[src/sv/sprite_frame_sequencer_assert.svh]
// Assertion macros for the sprite frame sequencer RTL.
// No dependencies; expects clk and arst_n in the including module.
`ifndef SPRITE_FRAME_SEQUENCER_ASSERT_SVH
`define SPRITE_FRAME_SEQUENCER_ASSERT_SVH
`ifndef SYNTHESIS
// Property must hold at every clock edge outside reset
`define SFS_ASSERT(label, prop, msg) \
	label: assert property (@(posedge clk) disable iff (!arst_n) prop) else $error(msg);
// Expression must never be true outside reset
`define SFS_NEVER(label, expr, msg) \
	label: assert property (@(posedge clk) disable iff (!arst_n) !(expr)) else $error(msg);
`else
`define SFS_ASSERT(label, prop, msg)
`define SFS_NEVER(label, expr, msg)
`endif
`endif

[src/sv/sfs_pkg.sv]
// Package for the sprite frame sequencer: field widths, codes and the
// command/status structs between controller and datapath. No dependencies.
`timescale 1ns / 1ps
`default_nettype none

package sfs_pkg;

	// Field widths
	localparam int REQ_TYPE_W  = 3;
	localparam int ELAPSED_W   = 20;
	localparam int FRAME_REQ_W = 16;
	localparam int FRAME_POS_W = 8;
	localparam int ADV_W       = 8;
	localparam int CLIP_LEN_W  = 9;
	localparam int MODE_W      = 2;
	localparam int PERIOD_W    = 20;
	localparam int CFG_INDEX_W = 2;
	localparam int CFG_DATA_W  = 20;

	// Register indexes
	localparam logic [CFG_INDEX_W-1:0] CFG_CLIP_LENGTH  = 2'd0;
	localparam logic [CFG_INDEX_W-1:0] CFG_PLAY_MODE    = 2'd1;
	localparam logic [CFG_INDEX_W-1:0] CFG_FRAME_PERIOD = 2'd2;

	// Request codes
	typedef enum logic [REQ_TYPE_W-1:0] {
		REQ_TICK      = 3'd0,
		REQ_PLAY      = 3'd1,
		REQ_STOP      = 3'd2,
		REQ_PAUSE     = 3'd3,
		REQ_RESUME    = 3'd4,
		REQ_SET_FRAME = 3'd5
	} req_code_t;

	// End-of-clip behavior
	typedef enum logic [MODE_W-1:0] {
		MODE_ONCE     = 2'd0,
		MODE_LOOP     = 2'd1,
		MODE_PINGPONG = 2'd2,
		MODE_HOLD     = 2'd3
	} play_mode_t;

	// Register reset values (period is 1e6/12 truncated, 12 frames/s)
	localparam logic [CLIP_LEN_W-1:0] CLIP_LEN_RESET = 9'd1;
	localparam play_mode_t            MODE_RESET     = MODE_LOOP;
	localparam logic [PERIOD_W-1:0]   PERIOD_RESET   = 20'd83333;

	localparam logic [ADV_W-1:0] ADV_MAX = 8'd255;

	// Controller to datapath
	typedef struct packed {
		logic capture;    // latch the request on transfer
		logic apply;      // execute a non-stepping command
		logic div_start;  // launch the divider
		logic div_mod;    // divider operands: 0 accum/period, 1 remainder/cycle
		logic latch_n;    // take quotient and remainder of the tick
		logic step;       // move one frame
		logic phase_b;    // stepping counts down the leftover steps
		logic latch_r;    // take the leftover step count
		logic load_out;   // fill the output register
	} sfs_cmd_t;

	// Datapath to controller
	typedef struct packed {
		logic tick_active;
		logic div_busy;
		logic div_done;
		logic more_n;
		logic below_pre;
		logic halt;
		logic r_zero;
	} sfs_status_t;

endpackage

`default_nettype wire

[src/sv/sfs_req_if.sv]
// Request channel of the sprite frame sequencer: valid/ready plus command.
// Depends on sfs_pkg.
`timescale 1ns / 1ps
`default_nettype none

interface sfs_req_if import sfs_pkg::*; ();
	logic                          valid;
	logic                          ready;
	logic [REQ_TYPE_W-1:0]         req_type;
	logic [ELAPSED_W-1:0]          elapsed_ticks;
	logic signed [FRAME_REQ_W-1:0] frame_request;

	modport source (
		output valid, req_type, elapsed_ticks, frame_request,
		input  ready
	);
	modport sink (
		input  valid, req_type, elapsed_ticks, frame_request,
		output ready
	);
endinterface

`default_nettype wire

[src/sv/sfs_rsp_if.sv]
// Result channel of the sprite frame sequencer: valid/ready plus status.
// Depends on sfs_pkg.
`timescale 1ns / 1ps
`default_nettype none

interface sfs_rsp_if import sfs_pkg::*; ();
	logic                   valid;
	logic                   ready;
	logic [FRAME_POS_W-1:0] frame_position;
	logic                   is_playing;
	logic                   going_backward;
	logic [ADV_W-1:0]       frames_advanced;
	logic                   clip_ended;

	modport source (
		output valid, frame_position, is_playing, going_backward, frames_advanced,
		       clip_ended,
		input  ready
	);
	modport sink (
		input  valid, frame_position, is_playing, going_backward, frames_advanced,
		       clip_ended,
		output ready
	);
endinterface

`default_nettype wire

[src/sv/sfs_divider.sv]
// Iterative restoring divider, one quotient bit per cycle, shared by the
// tick period division and the leftover-step modulo. Depends on the assertion macros.
`timescale 1ns / 1ps
`default_nettype none
`include "sprite_frame_sequencer_assert.svh"

module sfs_divider #(
	parameter int XW = 21
) (
	input  logic          clk,
	input  logic          arst_n,
	input  logic          start,
	input  logic [XW-1:0] dividend,
	input  logic [XW-1:0] divisor,
	output logic          busy,
	output logic          done,
	output logic [XW-1:0] quotient,
	output logic [XW-1:0] remainder
);

	localparam int CNTW = $clog2(XW + 1);

	logic            busy_q;
	logic            done_q;
	logic [CNTW-1:0] cnt_q;
	logic [XW-1:0]   rem_q;
	logic [XW-1:0]   quo_q;
	logic [XW-1:0]   div_q;
	logic [XW:0]     trial;
	logic [XW-1:0]   nx_rem;
	logic [XW-1:0]   nx_quo;

	// Trial subtract of the shifted partial remainder
	always_comb begin
		trial = {rem_q, quo_q[XW-1]} - {1'b0, div_q};
		if (!trial[XW]) begin
			nx_rem = trial[XW-1:0];
			nx_quo = {quo_q[XW-2:0], 1'b1};
		end else begin
			nx_rem = {rem_q[XW-2:0], quo_q[XW-1]};
			nx_quo = {quo_q[XW-2:0], 1'b0};
		end
	end

	// Iteration control
	always_ff @(posedge clk or negedge arst_n) begin
		if (!arst_n) begin
			busy_q <= 1'b0;
			done_q <= 1'b0;
			cnt_q  <= '0;
		end else begin
			done_q <= !start && busy_q && (cnt_q == CNTW'(1));
			if (start) begin
				busy_q <= 1'b1;
				cnt_q  <= CNTW'(XW);
			end else if (busy_q) begin
				cnt_q <= cnt_q - CNTW'(1);
				if (cnt_q == CNTW'(1)) begin
					busy_q <= 1'b0;
				end
			end
		end
	end

	// Operand and partial result registers
	always_ff @(posedge clk) begin
		if (start) begin
			rem_q <= '0;
			quo_q <= dividend;
			div_q <= divisor;
		end else if (busy_q) begin
			rem_q <= nx_rem;
			quo_q <= nx_quo;
		end
	end

	assign busy      = busy_q;
	assign done      = done_q;
	assign quotient  = quo_q;
	assign remainder = rem_q;

	`SFS_ASSERT(a_rem_below_div, done_q |-> (rem_q < div_q), "divider remainder not below divisor")
	`SFS_NEVER(a_busy_done, busy_q && done_q, "divider busy and done together")
	`SFS_ASSERT(a_done_at_end, $fell(busy_q) |-> done_q, "divider finished without done")

endmodule

`default_nettype wire

[src/sv/sfs_ctrl.sv]
// Controller of the sprite frame sequencer: sequences decode, divisions,
// frame stepping and the output register. Depends on sfs_pkg and macros.
`timescale 1ns / 1ps
`default_nettype none
`include "sprite_frame_sequencer_assert.svh"

module sfs_ctrl import sfs_pkg::*; (
	input  logic        clk,
	input  logic        arst_n,
	input  logic        in_valid,
	output logic        in_ready,
	output logic        out_valid,
	input  logic        out_ready,
	input  sfs_status_t st,
	output sfs_cmd_t    cmd
);

	typedef enum logic [2:0] {
		S_IDLE,
		S_DECODE,
		S_DIV_N,
		S_STEP_A,
		S_DIV_R,
		S_STEP_B,
		S_FINISH
	} state_t;

	state_t state_q;
	state_t state_d;
	logic   out_valid_q;

	// Next state and commands
	always_comb begin
		cmd     = '0;
		state_d = state_q;
		case (state_q)
			S_IDLE: begin
				if (in_valid) begin
					cmd.capture = 1'b1;
					state_d     = S_DECODE;
				end
			end
			S_DECODE: begin
				if (st.tick_active) begin
					cmd.div_start = 1'b1;
					state_d       = S_DIV_N;
				end else begin
					cmd.apply = 1'b1;
					state_d   = S_FINISH;
				end
			end
			S_DIV_N: begin
				if (st.div_done) begin
					cmd.latch_n = 1'b1;
					state_d     = S_STEP_A;
				end
			end
			// bounded direct stepping
			S_STEP_A: begin
				if (st.more_n && st.below_pre) begin
					cmd.step = 1'b1;
					if (st.halt) begin
						state_d = S_FINISH;
					end
				end else if (st.more_n) begin
					cmd.div_start = 1'b1;
					cmd.div_mod   = 1'b1;
					state_d       = S_DIV_R;
				end else begin
					state_d = S_FINISH;
				end
			end
			S_DIV_R: begin
				if (st.div_done) begin
					cmd.latch_r = 1'b1;
					state_d     = S_STEP_B;
				end
			end
			// leftover steps after whole cycles are folded out
			S_STEP_B: begin
				if (!st.r_zero) begin
					cmd.step    = 1'b1;
					cmd.phase_b = 1'b1;
					if (st.halt) begin
						state_d = S_FINISH;
					end
				end else begin
					state_d = S_FINISH;
				end
			end
			S_FINISH: begin
				if (!out_valid_q || out_ready) begin
					cmd.load_out = 1'b1;
					state_d      = S_IDLE;
				end
			end
			default: begin
				state_d = S_IDLE;
			end
		endcase
	end

	// State and output valid
	always_ff @(posedge clk or negedge arst_n) begin
		if (!arst_n) begin
			state_q     <= S_IDLE;
			out_valid_q <= 1'b0;
		end else begin
			state_q <= state_d;
			if (cmd.load_out) begin
				out_valid_q <= 1'b1;
			end else if (out_ready) begin
				out_valid_q <= 1'b0;
			end
		end
	end

	assign in_ready  = (state_q == S_IDLE);
	assign out_valid = out_valid_q;

	`SFS_ASSERT(a_accept_decode, (in_valid && in_ready) |=> (state_q == S_DECODE), "transfer not decoded")
	`SFS_NEVER(a_div_restart, cmd.div_start && st.div_busy, "divider restarted while busy")
	`SFS_ASSERT(a_valid_from_load, $rose(out_valid_q) |-> $past(cmd.load_out), "result valid without load")

endmodule

`default_nettype wire

[src/sv/sfs_datapath.sv]
// Datapath of the sprite frame sequencer: configuration, sequencer state,
// frame step logic, divider and output register. Depends on sfs_pkg, sfs_divider.
`timescale 1ns / 1ps
`default_nettype none

module sfs_datapath import sfs_pkg::*; #(
	parameter int MAX_FRAMES = 256,
	parameter int TIME_BITS  = 20
) (
	input  logic                          clk,
	input  logic                          arst_n,
	input  logic                          cfg_we,
	input  logic [CFG_INDEX_W-1:0]        cfg_index,
	input  logic [CFG_DATA_W-1:0]         cfg_wdata,
	input  logic [REQ_TYPE_W-1:0]         req_type,
	input  logic [ELAPSED_W-1:0]          elapsed_ticks,
	input  logic signed [FRAME_REQ_W-1:0] frame_request,
	input  sfs_cmd_t                      cmd,
	output sfs_status_t                   st,
	output logic [FRAME_POS_W-1:0]        frame_position,
	output logic                          is_playing,
	output logic                          going_backward,
	output logic [ADV_W-1:0]              frames_advanced,
	output logic                          clip_ended
);

	localparam int PW  = $clog2(MAX_FRAMES);
	localparam int LW  = $clog2(MAX_FRAMES + 1);
	localparam int EW  = LW + 1;
	localparam int CYW = LW + 1;
	localparam int NW  = TIME_BITS + 1;
	localparam int PRE = 2 * MAX_FRAMES + 4;
	localparam int SW  = $clog2(PRE + 1);
	localparam int CW  = (SW > NW) ? SW : NW;
	localparam int XA  = (NW > CYW) ? NW : CYW;
	localparam int XW  = (XA > PERIOD_W) ? XA : PERIOD_W;

	// Configuration
	logic [CLIP_LEN_W-1:0] clip_q;
	play_mode_t            mode_q;
	logic [PERIOD_W-1:0]   period_q;

	// Sequencer state
	logic [PW-1:0] pos_q;
	logic          back_q;
	logic          run_q;
	logic          started_q;
	logic [NW-1:0] time_q;

	// Request and tick work registers
	logic [REQ_TYPE_W-1:0]         req_type_q;
	logic [ELAPSED_W-1:0]          elapsed_q;
	logic signed [FRAME_REQ_W-1:0] frame_q;
	logic [NW-1:0]                 n_q;
	logic [CYW-1:0]                r_q;
	logic [SW-1:0]                 steps_q;
	logic                          big_q;
	logic                          ended_q;

	// Output register
	logic [FRAME_POS_W-1:0] out_pos_q;
	logic                   out_play_q;
	logic                   out_back_q;
	logic [ADV_W-1:0]       out_adv_q;
	logic                   out_end_q;

	logic [LW-1:0]       len;
	logic [EW-1:0]       len_e;
	logic [CYW-1:0]      cyc;
	logic [PERIOD_W-1:0] period_eff;
	logic [NW-1:0]       acc_sum;
	logic [PW-1:0]       set_top;
	logic [PW-1:0]       set_pos;
	logic [EW-1:0]       pos_e;
	logic                hit_end;
	logic [PW-1:0]       nx_pos;
	logic                nx_back;
	logic                nx_run;
	logic                step_end;
	logic                step_halt;
	logic [ADV_W-1:0]    adv;
	logic [XW-1:0]       div_a;
	logic [XW-1:0]       div_b;
	logic                div_busy;
	logic                div_done;
	logic [XW-1:0]       div_quo;
	logic [XW-1:0]       div_rem;

	// Effective clip length and wrap cycle
	always_comb begin
		if (clip_q == '0) begin
			len = LW'(1);
		end else if (32'(clip_q) > 32'(MAX_FRAMES)) begin
			len = LW'(MAX_FRAMES);
		end else begin
			len = LW'(clip_q);
		end
		len_e = EW'(len);
		case (mode_q)
			MODE_LOOP:     cyc = CYW'(len);
			MODE_PINGPONG: cyc = (len_e >= EW'(2)) ? CYW'((len_e - EW'(1)) << 1) : CYW'(1);
			default:       cyc = CYW'(1);
		endcase
	end

	assign period_eff = (period_q == '0) ? PERIOD_W'(1) : period_q;
	assign acc_sum    = time_q + NW'(elapsed_q);

	// Set-frame clamp
	always_comb begin
		set_top = started_q ? PW'(len_e - EW'(1)) : PW'(MAX_FRAMES - 1);
		if (frame_q[FRAME_REQ_W-1]) begin
			set_pos = '0;
		end else if (32'(frame_q[FRAME_REQ_W-2:0]) > 32'(set_top)) begin
			set_pos = set_top;
		end else begin
			set_pos = PW'(frame_q[FRAME_REQ_W-2:0]);
		end
	end

	// One frame step, with end-of-clip handling
	always_comb begin
		nx_pos    = pos_q;
		nx_back   = back_q;
		nx_run    = run_q;
		step_end  = 1'b0;
		step_halt = 1'b0;
		hit_end   = 1'b0;
		pos_e     = EW'(pos_q);
		if (!back_q) begin
			if (pos_e + EW'(1) >= len_e) begin
				hit_end = 1'b1;
			end else begin
				nx_pos = PW'(pos_e + EW'(1));
			end
		end else if (pos_q == '0) begin
			// bounce off the start
			nx_pos  = (len_e >= EW'(2)) ? PW'(1) : '0;
			nx_back = 1'b0;
		end else if (pos_e - EW'(1) >= len_e) begin
			hit_end = 1'b1;
		end else begin
			nx_pos = PW'(pos_e - EW'(1));
		end
		if (hit_end) begin
			case (mode_q)
				MODE_ONCE: begin
					nx_pos    = PW'(len_e - EW'(1));
					nx_run    = 1'b0;
					step_end  = 1'b1;
					step_halt = 1'b1;
				end
				MODE_LOOP: begin
					nx_pos = '0;
				end
				MODE_PINGPONG: begin
					if (len_e >= EW'(2)) begin
						nx_pos  = PW'(len_e - EW'(2));
						nx_back = 1'b1;
					end else begin
						nx_pos  = '0;
						nx_back = 1'b0;
					end
				end
				default: begin
					nx_pos    = PW'(len_e - EW'(1));
					nx_run    = 1'b0;
					step_halt = 1'b1;
				end
			endcase
		end
	end

	// Shared divider operands
	assign div_a = cmd.div_mod ? (XW'(n_q) - XW'(PRE)) : XW'(acc_sum);
	assign div_b = cmd.div_mod ? XW'(cyc) : XW'(period_eff);

	sfs_divider #(
		.XW (XW)
	) u_div (
		.clk       (clk),
		.arst_n    (arst_n),
		.start     (cmd.div_start),
		.dividend  (div_a),
		.divisor   (div_b),
		.busy      (div_busy),
		.done      (div_done),
		.quotient  (div_quo),
		.remainder (div_rem)
	);

	// Status to the controller
	always_comb begin
		st.tick_active = (req_type_q == REQ_TICK) && run_q && started_q;
		st.div_busy    = div_busy;
		st.div_done    = div_done;
		st.more_n      = CW'(steps_q) < CW'(n_q);
		st.below_pre   = steps_q < SW'(PRE);
		st.halt        = step_halt;
		st.r_zero      = (r_q == '0);
	end

	// Configuration registers
	always_ff @(posedge clk or negedge arst_n) begin
		if (!arst_n) begin
			clip_q   <= CLIP_LEN_RESET;
			mode_q   <= MODE_RESET;
			period_q <= PERIOD_RESET;
		end else if (cfg_we) begin
			case (cfg_index)
				CFG_CLIP_LENGTH:  clip_q   <= cfg_wdata[CLIP_LEN_W-1:0];
				CFG_PLAY_MODE:    mode_q   <= play_mode_t'(cfg_wdata[MODE_W-1:0]);
				CFG_FRAME_PERIOD: period_q <= cfg_wdata[PERIOD_W-1:0];
				default: ;
			endcase
		end
	end

	// Sequencer state updates
	always_ff @(posedge clk or negedge arst_n) begin
		if (!arst_n) begin
			pos_q     <= '0;
			back_q    <= 1'b0;
			run_q     <= 1'b0;
			started_q <= 1'b0;
			time_q    <= '0;
		end else begin
			if (cmd.apply) begin
				case (req_code_t'(req_type_q))
					REQ_PLAY: begin
						pos_q     <= '0;
						time_q    <= '0;
						back_q    <= 1'b0;
						run_q     <= 1'b1;
						started_q <= 1'b1;
					end
					REQ_STOP: begin
						run_q <= 1'b0;
						pos_q <= '0;
					end
					REQ_PAUSE:  run_q <= 1'b0;
					REQ_RESUME: run_q <= 1'b1;
					REQ_SET_FRAME: begin
						pos_q  <= set_pos;
						time_q <= '0;
					end
					default: ;
				endcase
			end
			if (cmd.latch_n) begin
				time_q <= NW'(div_rem);
			end
			if (cmd.step) begin
				pos_q  <= nx_pos;
				back_q <= nx_back;
				run_q  <= nx_run;
				if (step_halt) begin
					time_q <= '0;
				end
			end
		end
	end

	// Tick step counters and flags
	always_ff @(posedge clk or negedge arst_n) begin
		if (!arst_n) begin
			steps_q <= '0;
			big_q   <= 1'b0;
			ended_q <= 1'b0;
		end else begin
			if (cmd.capture) begin
				steps_q <= '0;
				big_q   <= 1'b0;
				ended_q <= 1'b0;
			end
			if (cmd.latch_r) begin
				big_q <= 1'b1;
			end
			if (cmd.step) begin
				if (!cmd.phase_b) begin
					steps_q <= steps_q + SW'(1);
				end
				if (step_end) begin
					ended_q <= 1'b1;
				end
			end
		end
	end

	// Request capture and division results
	always_ff @(posedge clk) begin
		if (cmd.capture) begin
			req_type_q <= req_type;
			elapsed_q  <= elapsed_ticks;
			frame_q    <= frame_request;
		end
		if (cmd.latch_n) begin
			n_q <= NW'(div_quo);
		end
		if (cmd.latch_r) begin
			r_q <= CYW'(div_rem);
		end else if (cmd.step && cmd.phase_b) begin
			r_q <= r_q - CYW'(1);
		end
	end

	// Saturated step count of the tick
	always_comb begin
		if (big_q) begin
			adv = (CW'(n_q) > CW'(ADV_MAX)) ? ADV_MAX : ADV_W'(n_q);
		end else begin
			adv = (CW'(steps_q) > CW'(ADV_MAX)) ? ADV_MAX : ADV_W'(steps_q);
		end
	end

	// Output register
	always_ff @(posedge clk) begin
		if (cmd.load_out) begin
			out_pos_q  <= FRAME_POS_W'(pos_q);
			out_play_q <= run_q;
			out_back_q <= back_q;
			out_adv_q  <= adv;
			out_end_q  <= ended_q;
		end
	end

	assign frame_position  = out_pos_q;
	assign is_playing      = out_play_q;
	assign going_backward  = out_back_q;
	assign frames_advanced = out_adv_q;
	assign clip_ended      = out_end_q;

endmodule

`default_nettype wire

[src/sv/sprite_frame_sequencer.sv]
// Sprite frame sequencer, top level.
// Request channel req: one command per transfer (tick, play, stop, pause,
// resume, set frame); result channel rsp: one status item per command.
// Registers are written through cfg_we/cfg_index/cfg_wdata; the user must
// write them only while idle; the block does not enforce it. A command other
// than an active tick is applied in the decode state and its result loaded
// into the output register in the finish state, whereupon the controller is
// idle for the next request. An active tick (playing, clip started) divides
// the stored time plus elapsed_ticks by the frame period into frame steps
// and new time. Up to 2*MAX_FRAMES + 4 steps follow directly, one per cycle,
// from a single frame-step unit; when the step count exceeds that bound, a
// second pass of the bit-serial divider (one quotient bit per cycle) folds
// out whole loop or ping-pong cycles and the leftover steps follow. Stepping
// ends early when a step halts the clip. The divider is XW bits wide, with
// XW = max(TIME_BITS + 1, 20, clog2(MAX_FRAMES + 1) + 1) (21 by default).
// Reset clears the sequencer to frame 0, stopped, forward, no clip played,
// and loads the register defaults. A stalled receiver holds the result in
// the output register; one further request is processed meanwhile and its
// result waits until the register frees.
// Depends on sfs_pkg, sfs_req_if, sfs_rsp_if, sfs_ctrl, sfs_datapath.
`timescale 1ns / 1ps
`default_nettype none

module sprite_frame_sequencer import sfs_pkg::*; #(
	parameter int MAX_FRAMES = 256,
	parameter int TIME_BITS  = 20
) (
	input  logic                   clk,
	input  logic                   arst_n,
	input  logic                   cfg_we,
	input  logic [CFG_INDEX_W-1:0] cfg_index,
	input  logic [CFG_DATA_W-1:0]  cfg_wdata,
	sfs_req_if.sink                req,
	sfs_rsp_if.source              rsp
);

	sfs_cmd_t    cmd;
	sfs_status_t st;

	// Sequencing control
	sfs_ctrl u_ctrl (
		.clk       (clk),
		.arst_n    (arst_n),
		.in_valid  (req.valid),
		.in_ready  (req.ready),
		.out_valid (rsp.valid),
		.out_ready (rsp.ready),
		.st        (st),
		.cmd       (cmd)
	);

	// State, arithmetic and result register
	sfs_datapath #(
		.MAX_FRAMES (MAX_FRAMES),
		.TIME_BITS  (TIME_BITS)
	) u_dp (
		.clk             (clk),
		.arst_n          (arst_n),
		.cfg_we          (cfg_we),
		.cfg_index       (cfg_index),
		.cfg_wdata       (cfg_wdata),
		.req_type        (req.req_type),
		.elapsed_ticks   (req.elapsed_ticks),
		.frame_request   (req.frame_request),
		.cmd             (cmd),
		.st              (st),
		.frame_position  (rsp.frame_position),
		.is_playing      (rsp.is_playing),
		.going_backward  (rsp.going_backward),
		.frames_advanced (rsp.frames_advanced),
		.clip_ended      (rsp.clip_ended)
	);

endmodule

`default_nettype wire
[src/flat_wrapper.sv]
// flat-port wrapper written by rule: the top's interface ports become plain ports
module sprite_frame_sequencer_flat import sfs_pkg::*;
#(
	parameter int MAX_FRAMES = 256,
	parameter int TIME_BITS  = 20
)
  (clk, arst_n, cfg_we, cfg_index, cfg_wdata, req_valid, req_req_type, req_elapsed_ticks, req_frame_request, req_ready, rsp_valid, rsp_frame_position, rsp_is_playing, rsp_going_backward, rsp_frames_advanced, rsp_clip_ended, rsp_ready);
  sfs_req_if req_i ();
  sfs_rsp_if rsp_i ();
  input  logic clk;
  input  logic arst_n;
  input  logic cfg_we;
  input  logic [CFG_INDEX_W-1:0] cfg_index;
  input  logic [CFG_DATA_W-1:0] cfg_wdata;
  input wire logic [$bits(req_i.valid)-1:0] req_valid;
  input wire logic [$bits(req_i.req_type)-1:0] req_req_type;
  input wire logic [$bits(req_i.elapsed_ticks)-1:0] req_elapsed_ticks;
  input wire logic [$bits(req_i.frame_request)-1:0] req_frame_request;
  output wire logic [$bits(req_i.ready)-1:0] req_ready;
  output wire logic [$bits(rsp_i.valid)-1:0] rsp_valid;
  output wire logic [$bits(rsp_i.frame_position)-1:0] rsp_frame_position;
  output wire logic [$bits(rsp_i.is_playing)-1:0] rsp_is_playing;
  output wire logic [$bits(rsp_i.going_backward)-1:0] rsp_going_backward;
  output wire logic [$bits(rsp_i.frames_advanced)-1:0] rsp_frames_advanced;
  output wire logic [$bits(rsp_i.clip_ended)-1:0] rsp_clip_ended;
  input wire logic [$bits(rsp_i.ready)-1:0] rsp_ready;
  assign req_i.valid = req_valid;
  assign req_i.req_type = req_req_type;
  assign req_i.elapsed_ticks = req_elapsed_ticks;
  assign req_i.frame_request = req_frame_request;
  assign req_ready = req_i.ready;
  assign rsp_valid = rsp_i.valid;
  assign rsp_frame_position = rsp_i.frame_position;
  assign rsp_is_playing = rsp_i.is_playing;
  assign rsp_going_backward = rsp_i.going_backward;
  assign rsp_frames_advanced = rsp_i.frames_advanced;
  assign rsp_clip_ended = rsp_i.clip_ended;
  assign rsp_i.ready = rsp_ready;
  sprite_frame_sequencer #(.MAX_FRAMES(MAX_FRAMES), .TIME_BITS(TIME_BITS)) u_core (.clk(clk), .arst_n(arst_n), .cfg_we(cfg_we), .cfg_index(cfg_index), .cfg_wdata(cfg_wdata), .req(req_i), .rsp(rsp_i));
endmodule
[config.mk]
export PLATFORM = sky130hd
export DESIGN_NAME = sprite_frame_sequencer_flat
export DESIGN_NICKNAME = d
export VERILOG_FILES = /design/src/sv/sfs_pkg.sv /design/src/sv/sfs_req_if.sv /design/src/sv/sfs_rsp_if.sv /design/src/sv/sfs_divider.sv /design/src/sv/sfs_ctrl.sv /design/src/sv/sfs_datapath.sv /design/src/sv/sprite_frame_sequencer.sv /design/src/flat_wrapper.sv
export VERILOG_INCLUDE_DIRS = /design/src /design/src/sv
export SDC_FILE = /design/constraint.sdc
export NUM_CORES = 1
export LEC_CHECK = 0
export ABC_AREA = 1
export BUFFER_PORTS_ARGS = -buffer_cell sky130_fd_sc_hd__buf_2
export CAP_MARGIN = 20
export CORE_MARGIN = 2
export CORE_UTILIZATION = 35
export CTS_BUF_LIST = sky130_fd_sc_hd__clkbuf_2 sky130_fd_sc_hd__clkbuf_4 sky130_fd_sc_hd__clkbuf_8
export CTS_CLUSTER_DIAMETER = 30
export DETAILED_ROUTE_END_ITERATION = 10
export SLEW_MARGIN = 20
export SYNTH_ARGS = -nofsm -noshare
export SYNTH_HDL_FRONTEND = slang
export SYNTH_HIERARCHICAL = 1
export SYNTH_SLANG_ARGS = --single-unit
[constraint.sdc]
create_clock -name clk -period 4.25 [get_ports clk]
set_input_delay 0.85 -clock clk [delete_from_list [all_inputs] [get_ports clk]]
set_output_delay 0.85 -clock clk [all_outputs]
set_load 0.03 [all_outputs]
# Yosys cells after proc, flatten, opt, wreduce, memory -nomap -nowiden
# Cells that the tools add are included.
# totals
reg_bits	238
rom_bits	0
output_inout_bits	21
latch_bits	0
mem_count	0
ramBits	0
# op_classes
n_reduce_logical	39
eq_ne	24
muxes	99
magnitude_cmp	9
n_shift	0
n_mul	0
addsub	10
bitwise	0
div	0
# ops
op	count
$mux W21	9
$mux W8	14
$mux W10	8
$mux W1	45
$pmux W8 S2	2
$mux W3	8
$sub A22 B21 Y22	1
$add A21 B20 Y21	1
$gt A21 B8 Y1 const B	1
$lt A10 B21 Y1	1
$pmux W3 S7	1
$sub A21 B10 Y21 const B	1
$logic_not A20 Y1	1
$pmux W10 S2	1
$mux W9	2
$eq A3 B3 Y1 const B	5
$gt A15 B8 Y1	1
$eq A3 B2 Y1 const B	4
$reduce_and A4 Y1	3
$reduce_bool A2 Y1	6
$reduce_or A2 Y1	6
$add A10 B1 Y10 const B	1
$ge A10 B9 Y1	1
$gt A10 B8 Y1 const B	1
31 further kinds	57

# Depth between registers and ports, before layout
# depth
word_depth	11
ltp_mapped	26
mapped_depth_nobuf	23

# Modules after synthesis
# Netlist, hierarchy kept.
# modules_own_cells
mod	cells_each	area_per_inst_um2	n_inst
sfs_datapath	1339	10580.1	1
sfs_divider	614	4498.1	1
sfs_ctrl	69	407.9	1

# Worst setup path after synthesis
# Ideal clock, no wire load.
# synth_timing
kind	input port to flip-flop
startpoint	input port req_valid
endpoint	register u_core.u_dp.steps_q[4]
t_arrival_ns	3.514
path_stages	8
setup_slack_ns	0.617
n_path_buf	0
setup_time_ns	0.119
path_cell_list	inv_1 nor2_1 inv_1 nor2_1 inv_1 nand2_1 o21ai_0 o21a_1
# synth_rtl
item	line_no	text
start: declaration	flat_wrapper.sv:15	input wire logic [$bits(req_i.valid)-1:0] req_valid;
end signal: assignment	sfs_datapath.sv:281	steps_q <= steps_q + SW'(1);
end: declaration	sfs_datapath.sv:56	logic [SW-1:0] steps_q;

# Worst setup path after layout
# layout_timing
startpoint	register u_core.u_dp.clip_q[8]
endpoint	register u_core.u_dp.pos_q[6]
# layout_via
elab_chain_cells	11
elab_cells_between_ends	26
classes_between	2 x add/sub; 5 x order compare; 2 x eq/ne; 15 x mux; 2 x reduce/logical
# layout_lines
item	line_no	text
start: declaration	sfs_datapath.sv:39	logic [CLIP_LEN_W-1:0] clip_q;
start signal: assignment	sfs_datapath.sv:211	CFG_CLIP_LENGTH: clip_q <= cfg_wdata[CLIP_LEN_W-1:0];
$gt A9 B9 Y1	sfs_datapath.sv:93	end else if (32'(clip_q) > 32'(MAX_FRAMES)) begin
$mux W9	sfs_datapath.sv:93	
$mux W9 (*)	sfs_datapath.sv:91	if (clip_q == '0) begin
$sub A9 B1 Y9	sfs_datapath.sv:111, sfs_datapath.sv:148, sfs_datapath.sv:166	
$mux W8	sfs_datapath.sv:111	set_top = started_q ? PW'(len_e - EW'(1)) : PW'(MAX_FRAMES - 1);
$gt A15 B8 Y1	sfs_datapath.sv:114	end else if (32'(frame_q[FRAME_REQ_W-2:0]) > 32'(set_top)) begin
$mux W8	sfs_datapath.sv:114	
$mux W8	sfs_datapath.sv:112	if (frame_q[FRAME_REQ_W-1]) begin
$pmux W8 S2	sfs_datapath.sv:229	case (req_code_t'(req_type_q))
$mux W8	sfs_datapath.sv:228	if (cmd.apply) begin
$mux W8	sfs_datapath.sv:253	if (cmd.step) begin
end signal: assignment	sfs_datapath.sv:244	pos_q <= set_pos;
end signal: assignment	sfs_datapath.sv:254	pos_q <= nx_pos;
end: declaration	sfs_datapath.sv:44	logic [PW-1:0] pos_q;
# Mark *: on every way between the ends. The rest lies on a longest branch, timed or not. The select of a mux whose other input is x is not followed.
# A chain may end at the register's enable or synchronous reset.

==> out/summary.txt <==
Status: completed
Max-slew violations: 0
Crit path buffers/inverters: 3
RSZ-0062 raised after global routing: no
R2R setup slack: 0.60 ns
Crit path largest cell delay: 0.51 ns
DP Wirelength: 31,600 um
DRT Pass-1 Iters: 5
Endpoints failing hold: 0
Max Cap Violations: 0
Worst-margin pin slew: 0.912 ns
Pwr per Cell Area: 538 nW/um2
TritonCTS Buffers: 59
Worst-skew pair later-pin latency: 0.64 ns
Post-Syn Nets: 2,179
CTS H-tree lvls: 2
Die Ht: 214 um
Max frequency: 0.274 GHz
Tightest Hold Check Type: in -> async
Antenna fix cells: 0
Via-to-Cell Ratio: 4.89
CTS tree: done
Hold buffers post-CTS: 0
Layout fillers: 4,547
Row count: 77
DRT iter0 DRCs: 907
DRT antenna net count: 0
Yosys warning count: 6
CP max-delay cell: a21oi_2
CP arrival: 4.21 ns
I/O Buffers: 86
Worst reg2reg startpoint: u_core/u_dp/clip_q[8]
Leak: 8.64 nW
Routed vias: 13.6k
CTS Sinks: 238
Met1 wire length: 19,200 um
Post-CTS setup buffer count: 0
Gp weighted congestion: 0.936
CP Cell Sequence: inv_2 > nand2_1 > ha_1 > inv_1 > nor2_4 > nand2_1 > inv_1 > nand2_1 > nand2_1 > nand2_1 > nor2_1 > ha_1 > nand2_1 > nor2_1 > nand2_1 > nand2_1 > nand2_1 > a21oi_2 > o21ai_0 > a21oi_1 > nor2_1 > a21oi_1
Worst Clk Skew: 0.0362 ns
Starting Density: 0.352
DP Area: 16,500 um2
Final WL: 41,900 um
Total grt overflow: 0
Syn avg cell area: 7.66 um2
Drt wl/cell: 15.1 um
Final setup fails: 0
Cell area after layout: 18,100 um2
Clock period minus final worst setup slack: 3.65 ns
Top sig layer: met4
CP Class: reg -> reg
Fin nets: 2,296
CP dominant cell by count: nand2_1
Max-slew headroom: 0.392
# resized after CTS: 0
Tcrit/Tclk final: 0.859
Die area: 45,900 um2
DR WL met2: 19,700 um
Worst reg2reg path endpoint: u_core/u_dp/pos_q[6]
Setup TNS: 0 ns
Critical path fanouts, max: 15
Worst vdd ir: 318 uV
Worst setup SP type: register
Tot GR Track Use: 0.186
First-pass GRT wire length: 69,700 um
Syn Inst Count: 2,021
Worst-path clk slew: 0.06 ns
Root Buffer: clkbuf_8
Residual DRC count: 0
Register-to-Register Path Depth: 22
Post-Syn Area: 15,500 um2
Core area: 43,900 um2
Die X: 214 um
Wire length on met3: 2160 um
Clock buffer depth: 3
Vias in the first global route: 13.6k
Top Family by Delay on Critical Path: simple AND/OR/NAND/NOR gates
Top-level I/O count: 87
Largest net degree at the start of global routing: 66
Critical Path Sink Type: register
Antenna violations before repair: 0
Final total power: 9.72 mW
CP required: 4.81 ns
Proportion of layout cells with a drive suffix above 1: 0.143
Synthesis-to-layout area growth: 16.7%
==> metal layers <==
metal,GRT usage,vias to the layer above
met5,0,-
met4,0.0535,0
met3,0.0279,74
met2,0.314,338
met1,0.247,6342
li1,-,6852
==> worst max-delay path by stage <==
| stage | from | slack [ns] | cells past startpoint | end |
|---|---|---|---|---|
| after detailed placement | u_core/u_dp/clip_q[8] | 0.61 | 22 | u_core/u_dp/pos_q[6] |
| after global placement | u_core/u_dp/n_q[4] | 0.65 | 19 | u_core/u_dp/steps_q[9] |
| after global routing | u_core/u_dp/clip_q[8] | 0.13 | 22 | u_core/u_dp/pos_q[1] |
| final | u_core/u_dp/clip_q[8] | 0.60 | 22 | u_core/u_dp/pos_q[6] |
| after CTS | u_core/u_dp/clip_q[8] | 0.60 | 22 | u_core/u_dp/pos_q[6] |
| after floorplan | req_valid | 0.62 | 8 | u_core/u_dp/steps_q[4] |
==> per-stage QoR <==
step	utilization	hold WS (ns)	instances	setup WS (ns)
3_5_place_dp	0.376	0.435	2669	0.611
4_1_cts	0.411	0.333	2781	0.601
2_1_floorplan	-	0.425	2021	0.617
5_1_grt	0.411	0.342	2781	0.131
3_3_place_gp	0.376	0.436	2668	0.649
6_report	0.411	0.347	2781	0.598
==> area by class of cell <==
| type | count | area (um2) | share of cell area |
|---|---|---|---|
| Multi-Input combinational cell | 1425 | 7540 | 0.418 |
| Sequential cell | 238 | 6520 | 0.361 |
| Inverter | 312 | 1170 | 0.0649 |
| Clock buffer | 83 | 1050 | 0.0581 |
| Tap cell | 592 | 741 | 0.0410 |
| Timing Repair Buffer | 102 | 561 | 0.0310 |
| Clock inverter | 29 | 473 | 0.0262 |
==> state kept, by name (all words and copies together), names as in the netlist, 5 cells and up <==
register and count:
u_core/u_dp/frame_position 8, u_core/u_dp/time_q 21, u_core/u_dp/u_div/div_q 21, u_core/u_dp/clip_q 9, u_core/u_dp/frames_advanced 8, u_core/u_dp/u_div/cnt_q 5, u_core/u_dp/u_div/quotient 21, u_core/u_dp/frame_q 16
u_core/u_dp/u_div/remainder 21, u_core/u_dp/r_q 10, u_core/u_dp/n_q 21, u_core/u_dp/pos_q 8, u_core/u_dp/steps_q 10, u_core/u_dp/period_q 20, u_core/u_dp/elapsed_q 20
==> where the power goes <==
part           total, mW  internal (mW)  switching, mW
logic               2.97          0.975           1.99
clock network       3.50           2.33           1.17
registers           3.25           2.92          0.330
==> layout by cell type (no fill, tap or decap), types with 15 or more instances in the layout <==
master / count
nand2_2: 26
dfrtp_1: 77
clkbuf_4: 15
dfxtp_1: 21
nand4_1: 28
o22ai_1: 17
clkbuf_8: 68
nand2_1: 538
buf_2: 85
nor2_2: 15
nor2_1: 201
buf_4: 16
ha_1: 90
inv_1: 304
edfxtp_1: 131
nor3_1: 22
o21ai_0: 118
xor2_1: 19
a21oi_1: 95
nand3_1: 115
Power figures use the tool's default switching activity.
